`src/hw/rtl/mbb_pkg.sv`:
```
// Shared types and constants for the bitmap blit stream block.
package mbb_pkg;

  // Panel size defaults
  localparam int PanelWidthDef  = 240;
  localparam int PanelHeightDef = 240;

  // Lanes: one per pixel of a bitmap byte
  localparam int NumLanes = 8;

  // Job buffer: up to two bytes per lane
  localparam int JobSlots = 2 * NumLanes;
  localparam int IdxW     = $clog2(JobSlots);
  localparam int CntW     = $clog2(JobSlots + 1);

  // Panel commands
  localparam logic [7:0] CMD_COLUMN_SET   = 8'h2A;
  localparam logic [7:0] CMD_ROW_SET      = 8'h2B;
  localparam logic [7:0] CMD_MEMORY_WRITE = 8'h2C;

  // Window command sequence length
  localparam logic [CntW-1:0] START_LEN = CntW'(11);

  // Input action codes
  localparam logic ACT_START  = 1'b0;
  localparam logic ACT_BITMAP = 1'b1;

  // Register indexes
  localparam logic [2:0] REG_WIN_X      = 3'd0;
  localparam logic [2:0] REG_WIN_Y      = 3'd1;
  localparam logic [2:0] REG_WIN_WIDTH  = 3'd2;
  localparam logic [2:0] REG_WIN_HEIGHT = 3'd3;
  localparam logic [2:0] REG_FG_COLOR   = 3'd4;
  localparam logic [2:0] REG_BG_COLOR   = 3'd5;
  localparam logic [2:0] REG_ROW_OFFSET = 3'd6;

  // One burst of output bytes produced by one input item
  typedef struct packed {
    logic [JobSlots-1:0][7:0] bytes;
    logic [JobSlots-1:0]      is_data;
    logic [CntW-1:0]          count;
  } job_t;

endpackage

```
`src/hw/rtl/mono_bitmap_blit_lcd_stream_top.sv`:
```
// Top level of the one-bit bitmap blitter with command/data byte stream output.
// Usage: write the window, colors and row offset through the cfg port while the
// block is idle, then send a start item (tuser 0) followed by bitmap items
// (tuser 1, tdata = eight pixels, bit 7 leftmost, each row starting on a fresh
// item). A start whose window fits the panel yields 11 bytes (column-set,
// row-set with offset, memory write); a bitmap item yields two bytes per pixel
// still inside the current row, up to 16. Output tuser is the data/command
// level, tlast marks the final byte of one input item. Items that cause no
// bytes (rejected start, item while idle, row already full) produce nothing.
// Rate: input is accepted into a one-deep job register while the previous item
// is still draining; the output serializer sends one byte per cycle while
// m_axis_tready is high. The serializer's single byte port sets that rate.
module mono_bitmap_blit_lcd_stream_top #(
  parameter int PANEL_WIDTH  = mbb_pkg::PanelWidthDef,
  parameter int PANEL_HEIGHT = mbb_pkg::PanelHeightDef
) (
  input  logic        clk_i,
  input  logic        rst_ni,
  // input items
  input  logic        s_axis_tvalid,
  output logic        s_axis_tready,
  input  logic [7:0]  s_axis_tdata,   // bits[7:0]
  input  logic        s_axis_tuser,   // action
  // output items
  output logic        m_axis_tvalid,
  input  logic        m_axis_tready,
  output logic [7:0]  m_axis_tdata,   // byte_value[7:0]
  output logic        m_axis_tuser,   // is_data
  output logic        m_axis_tlast,   // last
  // register writes
  input  logic        cfg_valid_i,
  output logic        cfg_ready_o,
  input  logic [2:0]  cfg_index_i,
  input  logic [15:0] cfg_data_i
);

  localparam int NL = mbb_pkg::NumLanes;

  // Configuration registers
  logic [7:0]  win_x_q, win_y_q, win_width_q, win_height_q;
  logic [15:0] fg_color_q, bg_color_q;
  logic [6:0]  row_offset_q;

  // Blit state
  logic        active_q, active_d;
  logic [7:0]  col_q, col_d;
  logic [7:0]  row_q, row_d;

  // Job register between the input side and the serializer
  mbb_pkg::job_t job_q, job_d;
  logic          job_valid_q, job_valid_d;
  logic          job_ready;

  logic          in_fire;
  logic          fits;
  logic [8:0]    x_end, y_end;
  logic [15:0]   x0, x1, y0, y1;
  logic [7:0]    remaining;
  logic [3:0]    pixels;
  logic [7:0]    col_sum;
  logic [7:0]    row_inc;
  logic [15:0]   lane_color [NL];

  assign cfg_ready_o   = 1'b1;
  assign s_axis_tready = !job_valid_q || job_ready;
  assign in_fire       = s_axis_tvalid && s_axis_tready;

  // Register file
  always_ff @(posedge clk_i or negedge rst_ni) begin
    if (!rst_ni) begin
      win_x_q      <= 8'd0;
      win_y_q      <= 8'd0;
      win_width_q  <= 8'd1;
      win_height_q <= 8'd1;
      fg_color_q   <= 16'hFFFF;
      bg_color_q   <= 16'h0000;
      row_offset_q <= 7'd80;
    end else if (cfg_valid_i) begin
      case (cfg_index_i)
        mbb_pkg::REG_WIN_X:      win_x_q      <= cfg_data_i[7:0];
        mbb_pkg::REG_WIN_Y:      win_y_q      <= cfg_data_i[7:0];
        mbb_pkg::REG_WIN_WIDTH:  win_width_q  <= cfg_data_i[7:0];
        mbb_pkg::REG_WIN_HEIGHT: win_height_q <= cfg_data_i[7:0];
        mbb_pkg::REG_FG_COLOR:   fg_color_q   <= cfg_data_i;
        mbb_pkg::REG_BG_COLOR:   bg_color_q   <= cfg_data_i;
        mbb_pkg::REG_ROW_OFFSET: row_offset_q <= cfg_data_i[6:0];
        default: ;
      endcase
    end
  end

  // Window check and coordinates
  assign x_end = {1'b0, win_x_q} + {1'b0, win_width_q};
  assign y_end = {1'b0, win_y_q} + {1'b0, win_height_q};
  assign fits  = (win_width_q != 8'd0) && (win_height_q != 8'd0) &&
                 (x_end <= 9'(PANEL_WIDTH)) && (y_end <= 9'(PANEL_HEIGHT));
  assign x0 = {8'd0, win_x_q};
  assign x1 = {7'd0, x_end} - 16'd1;
  assign y0 = {8'd0, win_y_q} + {9'd0, row_offset_q};
  assign y1 = {7'd0, y_end} - 16'd1 + {9'd0, row_offset_q};

  // Pixels left in the current row, capped at one byte's worth
  assign remaining = (win_width_q > col_q) ? (win_width_q - col_q) : 8'd0;
  assign pixels    = (remaining < 8'd8) ? remaining[3:0] : 4'd8;
  assign col_sum   = col_q + {4'd0, pixels};
  assign row_inc   = row_q + 8'd1;

  // Pixel lanes, lane 0 takes the leftmost bit
  for (genvar g = 0; g < NL; g++) begin : g_lane
    mbb_lane u_lane (
      .pix_i      (s_axis_tdata[NL-1-g]),
      .fg_color_i (fg_color_q),
      .bg_color_i (bg_color_q),
      .color_o    (lane_color[g])
    );
  end

  // Item handling: state update and job build happen on acceptance
  always_comb begin
    active_d    = active_q;
    col_d       = col_q;
    row_d       = row_q;
    job_d       = job_q;
    job_valid_d = job_valid_q && !job_ready;
    if (in_fire) begin
      if (s_axis_tuser == mbb_pkg::ACT_START) begin
        if (fits) begin
          active_d         = 1'b1;
          col_d            = 8'd0;
          row_d            = 8'd0;
          job_d            = '0;
          job_d.count      = mbb_pkg::START_LEN;
          job_d.bytes[0]   = mbb_pkg::CMD_COLUMN_SET;
          job_d.bytes[1]   = x0[15:8];
          job_d.bytes[2]   = x0[7:0];
          job_d.bytes[3]   = x1[15:8];
          job_d.bytes[4]   = x1[7:0];
          job_d.bytes[5]   = mbb_pkg::CMD_ROW_SET;
          job_d.bytes[6]   = y0[15:8];
          job_d.bytes[7]   = y0[7:0];
          job_d.bytes[8]   = y1[15:8];
          job_d.bytes[9]   = y1[7:0];
          job_d.bytes[10]  = mbb_pkg::CMD_MEMORY_WRITE;
          job_d.is_data    = '1;
          job_d.is_data[0] = 1'b0;
          job_d.is_data[5] = 1'b0;
          job_d.is_data[10] = 1'b0;
          job_valid_d      = 1'b1;
        end else begin
          active_d = 1'b0;
        end
      end else if (active_q) begin
        // bitmap byte: merge lane colors, high byte first
        for (int i = 0; i < NL; i++) begin
          job_d.bytes[2*i]   = lane_color[i][15:8];
          job_d.bytes[2*i+1] = lane_color[i][7:0];
        end
        job_d.is_data = '1;
        job_d.count   = {pixels, 1'b0};
        job_valid_d   = (pixels != 4'd0);
        col_d         = col_sum;
        if (col_sum >= win_width_q) begin
          col_d = 8'd0;
          row_d = row_inc;
          if (row_inc >= win_height_q) begin
            active_d = 1'b0;
            row_d    = 8'd0;
          end
        end
      end
    end
  end

  always_ff @(posedge clk_i or negedge rst_ni) begin
    if (!rst_ni) begin
      active_q    <= 1'b0;
      col_q       <= 8'd0;
      row_q       <= 8'd0;
      job_valid_q <= 1'b0;
    end else begin
      active_q    <= active_d;
      col_q       <= col_d;
      row_q       <= row_d;
      job_valid_q <= job_valid_d;
    end
  end

  always_ff @(posedge clk_i) begin
    job_q <= job_d;
  end

  mbb_merge u_merge (
    .clk_i         (clk_i),
    .rst_ni        (rst_ni),
    .job_valid_i   (job_valid_q),
    .job_ready_o   (job_ready),
    .job_i         (job_q),
    .m_axis_tvalid (m_axis_tvalid),
    .m_axis_tready (m_axis_tready),
    .m_axis_tdata  (m_axis_tdata),
    .m_axis_tuser  (m_axis_tuser),
    .m_axis_tlast  (m_axis_tlast)
  );

endmodule

```
`src/hw/rtl/mbb_lane.sv`:
```
// One pixel lane: turns a bitmap bit into its RGB565 color.
module mbb_lane (
  input  logic        pix_i,
  input  logic [15:0] fg_color_i,
  input  logic [15:0] bg_color_i,
  output logic [15:0] color_o
);

  assign color_o = pix_i ? fg_color_i : bg_color_i;

endmodule

```
`src/hw/rtl/mbb_merge.sv`:
```
// Merge stage: holds one job and sends its bytes one per cycle while m_axis_tready is high.
module mbb_merge (
  input  logic               clk_i,
  input  logic               rst_ni,
  input  logic               job_valid_i,
  output logic               job_ready_o,
  input  mbb_pkg::job_t      job_i,
  output logic               m_axis_tvalid,
  input  logic               m_axis_tready,
  output logic [7:0]         m_axis_tdata,   // byte_value
  output logic               m_axis_tuser,   // is_data
  output logic               m_axis_tlast
);

  mbb_pkg::job_t                  buf_q;
  logic                           busy_q, busy_d;
  logic [mbb_pkg::IdxW-1:0]       idx_q, idx_d;
  logic                           last_byte;
  logic                           fire;
  logic                           load;

  assign last_byte   = ({1'b0, idx_q} == (buf_q.count - mbb_pkg::CntW'(1)));
  assign fire        = busy_q && m_axis_tready;
  assign job_ready_o = !busy_q || (fire && last_byte);
  assign load        = job_valid_i && job_ready_o;

  assign m_axis_tvalid = busy_q;
  assign m_axis_tdata  = buf_q.bytes[idx_q];
  assign m_axis_tuser  = buf_q.is_data[idx_q];
  assign m_axis_tlast  = last_byte;

  always_comb begin
    busy_d = busy_q;
    idx_d  = idx_q;
    if (load) begin
      busy_d = 1'b1;
      idx_d  = '0;
    end else if (fire) begin
      if (last_byte) begin
        busy_d = 1'b0;
      end else begin
        idx_d = idx_q + mbb_pkg::IdxW'(1);
      end
    end
  end

  always_ff @(posedge clk_i or negedge rst_ni) begin
    if (!rst_ni) begin
      busy_q <= 1'b0;
      idx_q  <= '0;
    end else begin
      busy_q <= busy_d;
      idx_q  <= idx_d;
    end
  end

  always_ff @(posedge clk_i) begin
    if (load) begin
      buf_q <= job_i;
    end
  end

endmodule

```
`config.mk`:
```
export PLATFORM = sky130hd
export DESIGN_NAME = mono_bitmap_blit_lcd_stream_top
export DESIGN_NICKNAME = d
export VERILOG_FILES = /design/src/hw/rtl/mbb_pkg.sv /design/src/hw/rtl/mono_bitmap_blit_lcd_stream_top.sv /design/src/hw/rtl/mbb_lane.sv /design/src/hw/rtl/mbb_merge.sv
export SDC_FILE = /design/constraint.sdc
export NUM_CORES = 1
export LEC_CHECK = 0
export CORE_UTILIZATION = 58
export DETAILED_ROUTE_END_ITERATION = 10
export DONT_BUFFER_PORTS = 1
export PLACE_DENSITY = 0.76
export SLEW_MARGIN = 0
export SYNTH_ARGS = -nofsm -noshare
export SYNTH_HDL_FRONTEND = slang
export SYNTH_SLANG_ARGS = --single-unit
```
`constraint.sdc`:
```
create_clock -name clk_i -period 5.9 [get_ports clk_i]
set_clock_uncertainty 0.2 [all_clocks]
set_input_delay 1.18 -clock clk_i [delete_from_list [all_inputs] [get_ports clk_i]]
set_output_delay 1.18 -clock clk_i [all_outputs]
set_load 0.05 [all_outputs]
```
Word level (Yosys, flattened, before mapping)
Cells that the tools add are included.
- reductions and logical operators: 31
- order comparisons: 7
- mux-type cells: 40
- equality and inequality tests: 10
- add/sub/neg operators: 11
- operator list (kind ; number):
    two-way mux 149 bit ; 3
    two-way mux 16 bit ; 8
    two-way mux 8 bit ; 10
    binary-select mux 8 bit (select 4 bit) ; 1
    subtractor 9 x 1 -> 10 bit (second input constant) ; 2
    adder 8 x 8 -> 9 bit ; 2
    <= comparator 9 x 8 -> 1 bit (second input constant) ; 2
    AND reduction 2 bit ; 9
    >= comparator 8 bit ; 2
    two-way mux 4 bit ; 4
    nonzero test 8 bit ; 2
    two-way mux 1 bit ; 13
    adder 10 x 8 -> 11 bit ; 1
    adder 8 x 7 -> 9 bit ; 1
    == test 3 bit (second input constant) ; 3
    adder 8 x 1 -> 8 bit (second input constant) ; 1
    adder 8 x 4 -> 8 bit ; 1
    greater-than comparator 8 bit ; 1
    logical AND 1 bit ; 8
    less-than comparator 8 x 4 -> 1 bit (second input constant) ; 1
    subtractor 8 bit ; 1
    == test 3 x 2 -> 1 bit (second input constant) ; 2
    nonzero test 2 bit ; 3
    == test 4 x 5 -> 1 bit ; 1
    13 further kinds ; 17
- flip-flop bits (word level): 392
- output and inout port bits: 13
- logic and storage cells: 148
- bits of input ports: 33

Logic depth before layout (Yosys ltp)
Gate-level depths: netlist of run 1.
- depth in word-level cells: 9
- mapped depth: 26

Hierarchy
Synthesis of run 1 repeated with hierarchy kept, for this count alone.
- cell total of the unflattened synthesis: 1394
- area, all modules: 19592.5 um2
- by module, submodules not included (module ; times used ; sequential area each (um2) ; area each (um2) ; cells each):
    mono_bitmap_blit_lcd_stream_top ; 1 ; 6276.0 ; 11502.3 ; 954
    mbb_merge ; 1 ; 4599.4 ; 6098.3 ; 296
    mbb_lane ; 8 ; 0.0 ; 249.0 ; 18

Worst setup path before layout of run 1
No wires, ideal clock.
- path type: reg-to-reg
- start point: register win_y_q[0]
- end point: register job_q[0] in the netlist's numbering (enable)
- buffers on the path: 1
- arrival time: 4935 ps
- data required time: 5213 ps
- path slack: 277 ps
- clock period less this slack: 5623 ps
- setup time: 487 ps
- cell stages (with the launch flop): 11
- cells stage by stage: dfrtp_1 > ha_1 > fa_1 > a211o_1 > a211oi_2 > o21ai_0 > a21oi_1 > and3_1 > a32oi_1 > buf_2 > inv_1
- longest elaborated chain between the ends: 5
- ends and longest elaborated chain (what ; RTL line ; RTL):
    from (decl) ; mono_bitmap_blit_lcd_stream_top.sv:40 ; logic [7:0] win_x_q, win_y_q, win_width_q, win_height_q;
    from (signal assigned) ; mono_bitmap_blit_lcd_stream_top.sv:81 ; mbb_pkg::REG_WIN_Y: win_y_q <= cfg_data_i[7:0];
    adder 8 x 8 -> 9 bit ; mono_bitmap_blit_lcd_stream_top.sv:94 ; assign y_end = {1'b0, win_y_q} + {1'b0, win_height_q};
    <= comparator 9 x 8 -> 1 bit ; mono_bitmap_blit_lcd_stream_top.sv:96 ; (x_end <= 9'(PANEL_WIDTH)) && (y_end <= 9'(PANEL_HEIGHT));
    logical AND 1 bit ; mono_bitmap_blit_lcd_stream_top.sv:96 ;
    nonzero test 2 bit (no source line) ; n/a ;
    AND reduction 3 bit (no source line) ; n/a ;
    to (signal assigned) ; mono_bitmap_blit_lcd_stream_top.sv:189 ; job_q <= job_d;
    to (decl) ; mono_bitmap_blit_lcd_stream_top.sv:50 ; mbb_pkg::job_t job_q, job_d;
Every way passes these cells.
A chain may end at the register's enable or synchronous reset.

Worst setup path after layout of run 1
- start point: register win_width_q[0]
- end point: register row_q[0]
- longest elaborated chain between the ends: 8
- ends and longest elaborated chain (what ; RTL line ; RTL):
    from (decl) ; mono_bitmap_blit_lcd_stream_top.sv:40 ;
    from (signal assigned) ; mono_bitmap_blit_lcd_stream_top.sv:82 ; mbb_pkg::REG_WIN_WIDTH: win_width_q <= cfg_data_i[7:0];
    subtractor 8 bit or greater-than comparator 8 bit (tied branches) ; mono_bitmap_blit_lcd_stream_top.sv:103 ; assign remaining = (win_width_q > col_q) ? (win_width_q - col_q) : 8'd0;
    two-way mux 8 bit * ; mono_bitmap_blit_lcd_stream_top.sv:103 ;
    less-than comparator 8 x 4 -> 1 bit ; mono_bitmap_blit_lcd_stream_top.sv:104 ; assign pixels = (remaining < 8'd8) ? remaining[3:0] : 4'd8;
    two-way mux 4 bit * ; mono_bitmap_blit_lcd_stream_top.sv:104 ;
    named net pixels[0] ; mono_bitmap_blit_lcd_stream_top.sv:59 ; logic [3:0] pixels;
    adder 8 x 4 -> 8 bit * ; mono_bitmap_blit_lcd_stream_top.sv:105 ; assign col_sum = col_q + {4'd0, pixels};
    >= comparator 8 bit * ; mono_bitmap_blit_lcd_stream_top.sv:162 ; if (col_sum >= win_width_q) begin
    != test 2 x 1 -> 1 bit (no source line) * ; n/a ;
    AND reduction 4 bit (no source line) * ; n/a ;
    to (signal assigned) ; mono_bitmap_blit_lcd_stream_top.sv:183 ; row_q <= row_d;
    to (decl) ; mono_bitmap_blit_lcd_stream_top.sv:47 ; logic [7:0] row_q, row_d;
The timed path passes the listed nets; every way through them passes the cells marked *.

==> metrics.txt, run 1 <==
clk_lat worst skew approximately 0.53 ns; final instance area about 19,000 sq um; GRT met3 Usage between 4 and 5%; min cycle time layout 5.52 ns; Setup crit start kind register; Area Overhead vs Synth 8.29%; Routed Antenna Nets 0; Initial Utilization approximately three fifths; Slew HR ~26%; Die W roughly 180 microns; mean area per synthesized cell 13.4 sq um; CTS Buffer Depth 3; Post-DP Area about 18,000 sq um; library cells used by synthesis 80; GRT busiest layer met2; Die H between 150 and 200 microns; full die area ~32,000 sq um; Post-layout nets 1,403; grt met2 use 41.8%; clk sinks between 300 and 400; synthesized instance count 1,336; Setup Slack @ Placement between 0.15 and 0.2 ns; Tightest Hold Check Type in2async; Post-Route Utilization 63.7%; fraction of layout cells with a size suffix above 1 16.9%; crit-path max FO 8; TritonRoute pass-1 iters 5; CTS buffer count 38; Setup Crit Path Kind reg2reg; RSZ-0062 raised after global routing no; first-pass GRT wire length around 60 mm; initial antenna violation count 1; sequential fraction of the synthesis area 58.1%; pwr/cell area between 400 and 500 nW/um^2; filler cell count 2,199; critical path data arrival time 5.79 ns; static leakage roughly 7.5 nW; Post-synth EDFFs 268; clock slew at reported path FFs roughly 0.060 ns; Critical path origin win_width_q[0]; HPWL Detailed 24.9 mm; worst vdd ir 0.364 mV; status finished, final reports clean; Post-CTS Setup Repair Bufs 0; hold slack 0.143 ns; Setup-failing EPs final 0; #FFs+latches synth 362; total core area around 31,000 sq um; fmax 0.181 GHz; Cell Rows 64; r2r startpoint win_width_q[0]; met1 Resource Use GR 34.4%; H-tree lvl count 2; Syn Std Cell Area 18,000 sq um; syn nets around 1,400; Hold Fails Final Rpt 0; Root Driver clkbuf_16; Top Ports 46; TNS Setup 0 ns; CP most frequent cell a21o_1; Diodes inserted 0; via count 10,500; CTS tree done; PortBufs 0; Worst Tran Pin Value around 1.1 ns; Via density 6.11; Post-Route WL approximately 39 mm; most used flip-flop cell after synthesis edfxtp_1; Worst Setup End Kind register; vias in the first global route 10,600; grt total ovfl 0; Final WS setup 0.379 ns; CP peak stage delay between 0.5 and 0.6 ns; fin crit share about 94%; CP max stage cell dfstp_2; First DRT Iteration DRCs 810; pin count of the biggest net entering global routing between 90 and 100; routability cong. 0.900; Ys Warns 0; Post-synth ARST share between 20% and 30%; GRT Util Overall 25.6%; max cap viols 0; drt drc 0; Req. time, crit path just over 6 ns; Avg WL per Cell 22.4 microns; Final Max Slew Viols 0
-- through the flow --
step                total power (W)  std cells
finish                      0.00883       1726
global route                0.00929       1726
CTS                         0.00886       1726
detailed placement          0.00647       1657
global placement            0.00639       1657
floorplan                   0.00581       1336
-- power breakdown --
| group | internal [W] | switching, W | total (W) |
|---|---|---|---|
| logic | 0.00114 | 0.00165 | 0.00280 |
| clock network | 0.00140 | 0.000989 | 0.00239 |
| registers | 0.00331 | 0.000330 | 0.00364 |
| total | 0.00586 | 0.00297 | 0.00883 |
-- logic make-up after synthesis --
kind of cell	synth area share, %
buffers and inverters	3.32
and+or+nand+nor	7.12
DFF	58.1
AOI/OAI and AO/OA	8.03
muxes	16.0
adders and majority gates	5.06
xor gates and xnor gates	2.34
other	0.0209
-- layout make-up --
type / instances / area (sq um) / share of cell area [%]
clock buffer: 46 / 1000 / 5.16
clock inverter: 23 / 245 / 1.26
inverter: 52 / 199 / 1.02
multi-input combinational: 834 / 6950 / 35.7
sequential: 362 / 10400 / 53.6
tap: 396 / 495 / 2.55
timing repair buffer: 13 / 123 / 0.631
-- timing repair --
| item | CTS | global route |
|---|---|---|
| hold buffers | 0 | 0 |
| gates resized for setup | 0 | 5 |
| endpoints found under the setup margin | 0 | 16 |
-- layout by cell type, fill, tap and decap left out, drive strengths merged, types with 13 or more instances in the layout --
master	instances
nor3	13
o21ai	52
mux2i	121
a21o	18
xnor2	32
a22o	14
clkbuf	46
buf	13
mux4	40
dfrtp	74
xor2	16
edfxtp	268
o21bai	20
a21oi	65
nand2b	13
dfstp	20
nand2	55
ha	63
nor2	115
mux2	68
inv	55
-- sequential cells by signal, summed over array words and instances, names as in the netlist, 4 cells and up --
name and count:
bg_color_q 16, col_q 8, fg_color_q 16, job_q 134
row_offset_q 7, row_q 8, u_merge.buf_q 134, u_merge.idx_q 4
win_height_q 8, win_width_q 8, win_x_q 8, win_y_q 8
-- final timing paths --
kind	slack [ns]	cells past startpoint	endpoint
hold / removal	0.14	0	u_merge.idx_q[3]
hold reg to reg	0.21	0	u_merge.buf_q[66]
setup reg to reg	0.38	25	row_q[0]
setup / recovery	0.38	25	row_q[0]
max in group asynchronous	5.06	0	fg_color_q[15]
min in group clk_i	0.21	0	u_merge.buf_q[66]
-- synthesized netlist by cell type, drive strengths merged, types with 3 or more instances --
cell | count | area, sq um
a211oi | 11 | 87.6
o21bai | 20 | 150
a31oi | 3 | 18.8
dfrtp | 74 | 1850
mux2 | 68 | 766
edfxtp | 268 | 8050
mux4 | 40 | 901
a22o | 14 | 123
or2 | 8 | 50.1
a21boi | 4 | 30.0
buf | 24 | 129
inv | 52 | 195
nand2b | 13 | 81.3
nand4 | 4 | 25.0
xnor2 | 32 | 280
nor2 | 115 | 432
nor2b | 10 | 62.6
nor3b | 7 | 52.6
clkbuf | 64 | 273
mux2i | 121 | 1210
a21oi | 65 | 329
or3 | 4 | 27.5
ha | 63 | 788
nand4b | 4 | 35.0
nand2 | 55 | 206
and2 | 6 | 37.5
a21o | 18 | 135
fa | 6 | 120
o21ai | 52 | 260
nor3 | 13 | 65.1
a211o | 4 | 35.0
o21a | 6 | 45.0
o22ai | 3 | 18.8
xor2 | 16 | 140
dfstp | 20 | 526
nand3 | 10 | 50.1
nor4 | 6 | 58.8
-- layer usage --
metal / vias up / share of wire (%)
met5: - / 0
met4: 0 / 3.2
met3: 75 / 5.8
met2: 283 / 48
met1: 5294 / 43
li1: 4895 / -
-- worst max-delay path, delay by kind of cell (launching register included) --
kind	cells	cell delay, ns
adders and majority gates	5	1.52
xor gates and xnor gates	1	0.16
buffers and inverters	1	0.06
muxes	1	0.17
and+or+nand+nor	6	0.87
AOI/OAI and AO/OA	11	1.91
DFF	1	0.56
(Power assumes the default switching activity.)
==> run 2: changes to the inputs <==
--- a/config.mk
+++ b/config.mk
@@ -5,10 +5,12 @@
 export SDC_FILE = /design/constraint.sdc
 export NUM_CORES = 1
 export LEC_CHECK = 0
-export CORE_UTILIZATION = 58
+export CORE_ASPECT_RATIO = 0.9
+export CORE_UTILIZATION = 60
 export DETAILED_ROUTE_END_ITERATION = 10
 export DONT_BUFFER_PORTS = 1
 export PLACE_DENSITY = 0.76
+export REMOVE_ABC_BUFFERS = 1
 export SLEW_MARGIN = 0
 export SYNTH_ARGS = -nofsm -noshare
 export SYNTH_HDL_FRONTEND = slang
==> constraint.sdc (replaced) <==
create_clock -name clk_i -period 6.55 [get_ports clk_i]
set_clock_uncertainty 0.2 [all_clocks]
set_input_delay 1.31 -clock clk_i [delete_from_list [all_inputs] [get_ports clk_i]]
set_output_delay 1.31 -clock clk_i [all_outputs]
set_load 0.05 [all_outputs]
==> run 2 against run 1 <==
  * Sequential share of layout area increased by 0.26 points
  * Via count decreased by 2.3%
  * Die area decreased by 3.3%
  * Fmax decreased by 4.6%
  * First-iteration DRC count increased by 2.2%
  * Design area decreased by 0.48%
  * Register-to-register slack improved by 0.38 ns
  * Count of clock-buffer cells in the layout increased by 3
  * Sequential cell count unchanged
  * Highest routed layer unchanged
  * Cell count decreased by 0.17%
  * Core utilization increased by 2.6 points
  * Worst hold slack improved by 0.064 ns
==> metrics.txt, run 2 (synthesis results as in run 1) <==
worst path bufs/invs 1 (unchanged); Area Overhead vs Synth 7.76%; cell count along the critical path 25 (unchanged); pwr/cell area 404 nW/um^2 (-11%); critical path data arrival time 6.04 ns (+0.25 ns); CP max stage cell dfstp_2; GRT Util Overall 25.1% (-0.46 points); GRT busiest layer met2; Req. time, crit path 6.81 ns (+0.64 ns); Final Max Slew Viols 0 (unchanged); Post-CTS Setup Repair Bufs 0 (unchanged); total core area 29,200 sq um (-4.4%); First DRT Iteration DRCs 828 (+2.2%); Slew HR 25.8% (-0.20 points); CP peak stage delay 0.57 ns (about the same); routability cong. 0.874 (-2.9%); first-pass GRT wire length 58.1 mm (-3.9%); clk_lat worst skew 0.52 ns (about the same); Setup-failing EPs final 0 (unchanged); status finished, final reports clean; worst reg2reg setup slack 0.76 ns (+0.38 ns); Die H 166 microns (-6.6%); Die W 184 microns (+3.6%); Post-layout nets 1,401 (-0.14%); initial antenna violation count 2 (+1); CTS buffer count 37 (-2.6%); Root Driver clkbuf_16; pin count of the biggest net entering global routing 105 (+8.2%); static leakage 7.45 nW (-0.35%); leading registers by flop count job_q x134, u_merge.buf_q x134; storage element area 10,400 sq um (unchanged); Setup crit start kind register; vias in the first global route 10,500 (-1.1%); cts hold-fix bufs 0 (unchanged); Diodes inserted 0 (unchanged); RSZ-0062 raised after global routing no; Worst R2R Path Depth 25 (unchanged); Post-Route WL 37.0 mm (-4.3%); via count 10,300 (-2.3%); Critical path origin win_width_q[0]; crit-path max FO 8 (unchanged); max cap viols 0 (unchanged); filler cell count 2,072 (-5.8%); min cycle time layout 5.79 ns (+0.266 ns); fin crit share 88.4% (-5.2 points); Tightest Hold Check Type reg2reg; Worst Setup End Kind register; TritonRoute pass-1 iters 5 (unchanged); drt drc 0 (unchanged); Setup Crit Path Kind reg2reg; full die area 30,600 sq um (-3.3%); fraction of layout cells with a size suffix above 1 16.1% (-0.79 points); CTS Buffer Depth 3 (unchanged); Avg WL per Cell 21.5 microns (-4.2%); Worst Tran Pin Value 1.11 ns (+0.00300 ns); grt total ovfl 0 (unchanged); multi-input logic area 6940 sq um (about the same); HPWL Detailed 24.1 mm (-3.2%); fmax 0.173 GHz (-4.6%); Top Ports 46 (unchanged); Via density 5.98 (-2.1%); Routed Antenna Nets 0 (unchanged); delay-heaviest family, CP compound AO/OA/AOI/OAI gates; most frequent cells in the layout edfxtp_1 (268), mux2i_1 (121), nor2_1 (115); PortBufs 0 (unchanged); PostCTS Resize Cnt 0 (unchanged); reg2reg end row_q[0]; r2r startpoint win_width_q[0]; most common cell after layout, fill and taps aside edfxtp_1; Hold Fails Final Rpt 0 (unchanged); Hold Path Depth 0; grt met2 use 40.7% (-1.1 points); CP most frequent cell o21ai_0; GRT met3 Usage 4.67% (+0.15 points); clk sinks 362 (unchanged); H-tree lvl count 2 (unchanged); Final Power 0.00782 W (-11%); Post-Route Utilization 66.3% (+2.6 points); worst vdd ir 0.283 mV (-22%); Cell Rows 59 (-7.8%); met1 Resource Use GR 34.4% (-0.090 points); clock slew at reported path FFs 0.06 ns (about the same); Initial Utilization 61.6% (+2.7 points); CTS tree done; crit path to row_q[0]
==> run 2: cell count changes in the layout (fill, tap and decap cells not counted), moves of 2 or more <==
cell,delta
clkbuf_1,+3
clkinvlp_4,-5
inv_6,-2
clkinv_1,+2
==> run 2: final cells by class <==
| cell class | count | area share [%] |
|---|---|---|
| Sequential cell | 362 | 53.9 |
| Multi-Input combinational cell | 834 | 35.9 |
| Clock buffer | 49 | 5.18 |
| Tap cell | 396 | 2.56 |
| Inverter | 52 | 1.03 |
| Clock inverter | 18 | 0.918 |
| Timing Repair Buffer | 12 | 0.530 |
==> run 2: layer usage <==
metal / vias up / routed length, microns
li1: 4893 / -
met1: 5061 / 15900
met2: 293 / 17800
met3: 62 / 2400
met4: 0 / 979
met5: - / 0
==> run 2: how the worst min path moves through the flow <==
stage / start / end / slack [ns]
after global placement: job_q[105] / u_merge.buf_q[105] / 0.20
after detailed placement: job_q[101] / u_merge.buf_q[101] / 0.20
after CTS: job_q[45] / u_merge.buf_q[45] / 0.20
final: job_q[21] / u_merge.buf_q[21] / 0.21
after floorplan: job_q[0] / u_merge.buf_q[0] / 0.20
after global routing: job_q[21] / u_merge.buf_q[21] / 0.22
==> run 2: worst register-to-register path, delay by kind of cell, from the launching register on <==
kind                       cells  cell delay [ns]
muxes                          1             0.21
buffers and inverters          1             0.07
adders and majority gates      4             1.15
DFF                            1             0.57
AOI/OAI and AO/OA             12             2.27
xor gates and xnor gates       1             0.19
and+or+nand+nor                6             1.07
==> run 2: stage by stage <==
| step | setup slack, ns | instance area [sq um] | setup TNS, ns | hold WS (ns) | instances |
|---|---|---|---|---|---|
| finish | 0.763 | 19300 | 0 | 0.206 | 1723 |
| global route | 0.310 | 19300 | 0 | 0.215 | 1723 |
| CTS | 0.772 | 19300 | 0 | 0.205 | 1723 |
| detailed placement | 0.813 | 18200 | 0 | 0.205 | 1656 |
| global placement | 0.900 | 18200 | 0 | 0.201 | 1656 |
| floorplan | -0.250 | 17600 | -33.56 | 0.200 | 1248 |
==> run 2: power breakdown <==
part / internal (W) / switching (W) / leakage [nW]
logic: 0.00101 / 0.00149 / 3.30
clock network: 0.00120 / 0.000845 / 0.571
registers: 0.00298 / 0.000295 / 3.58
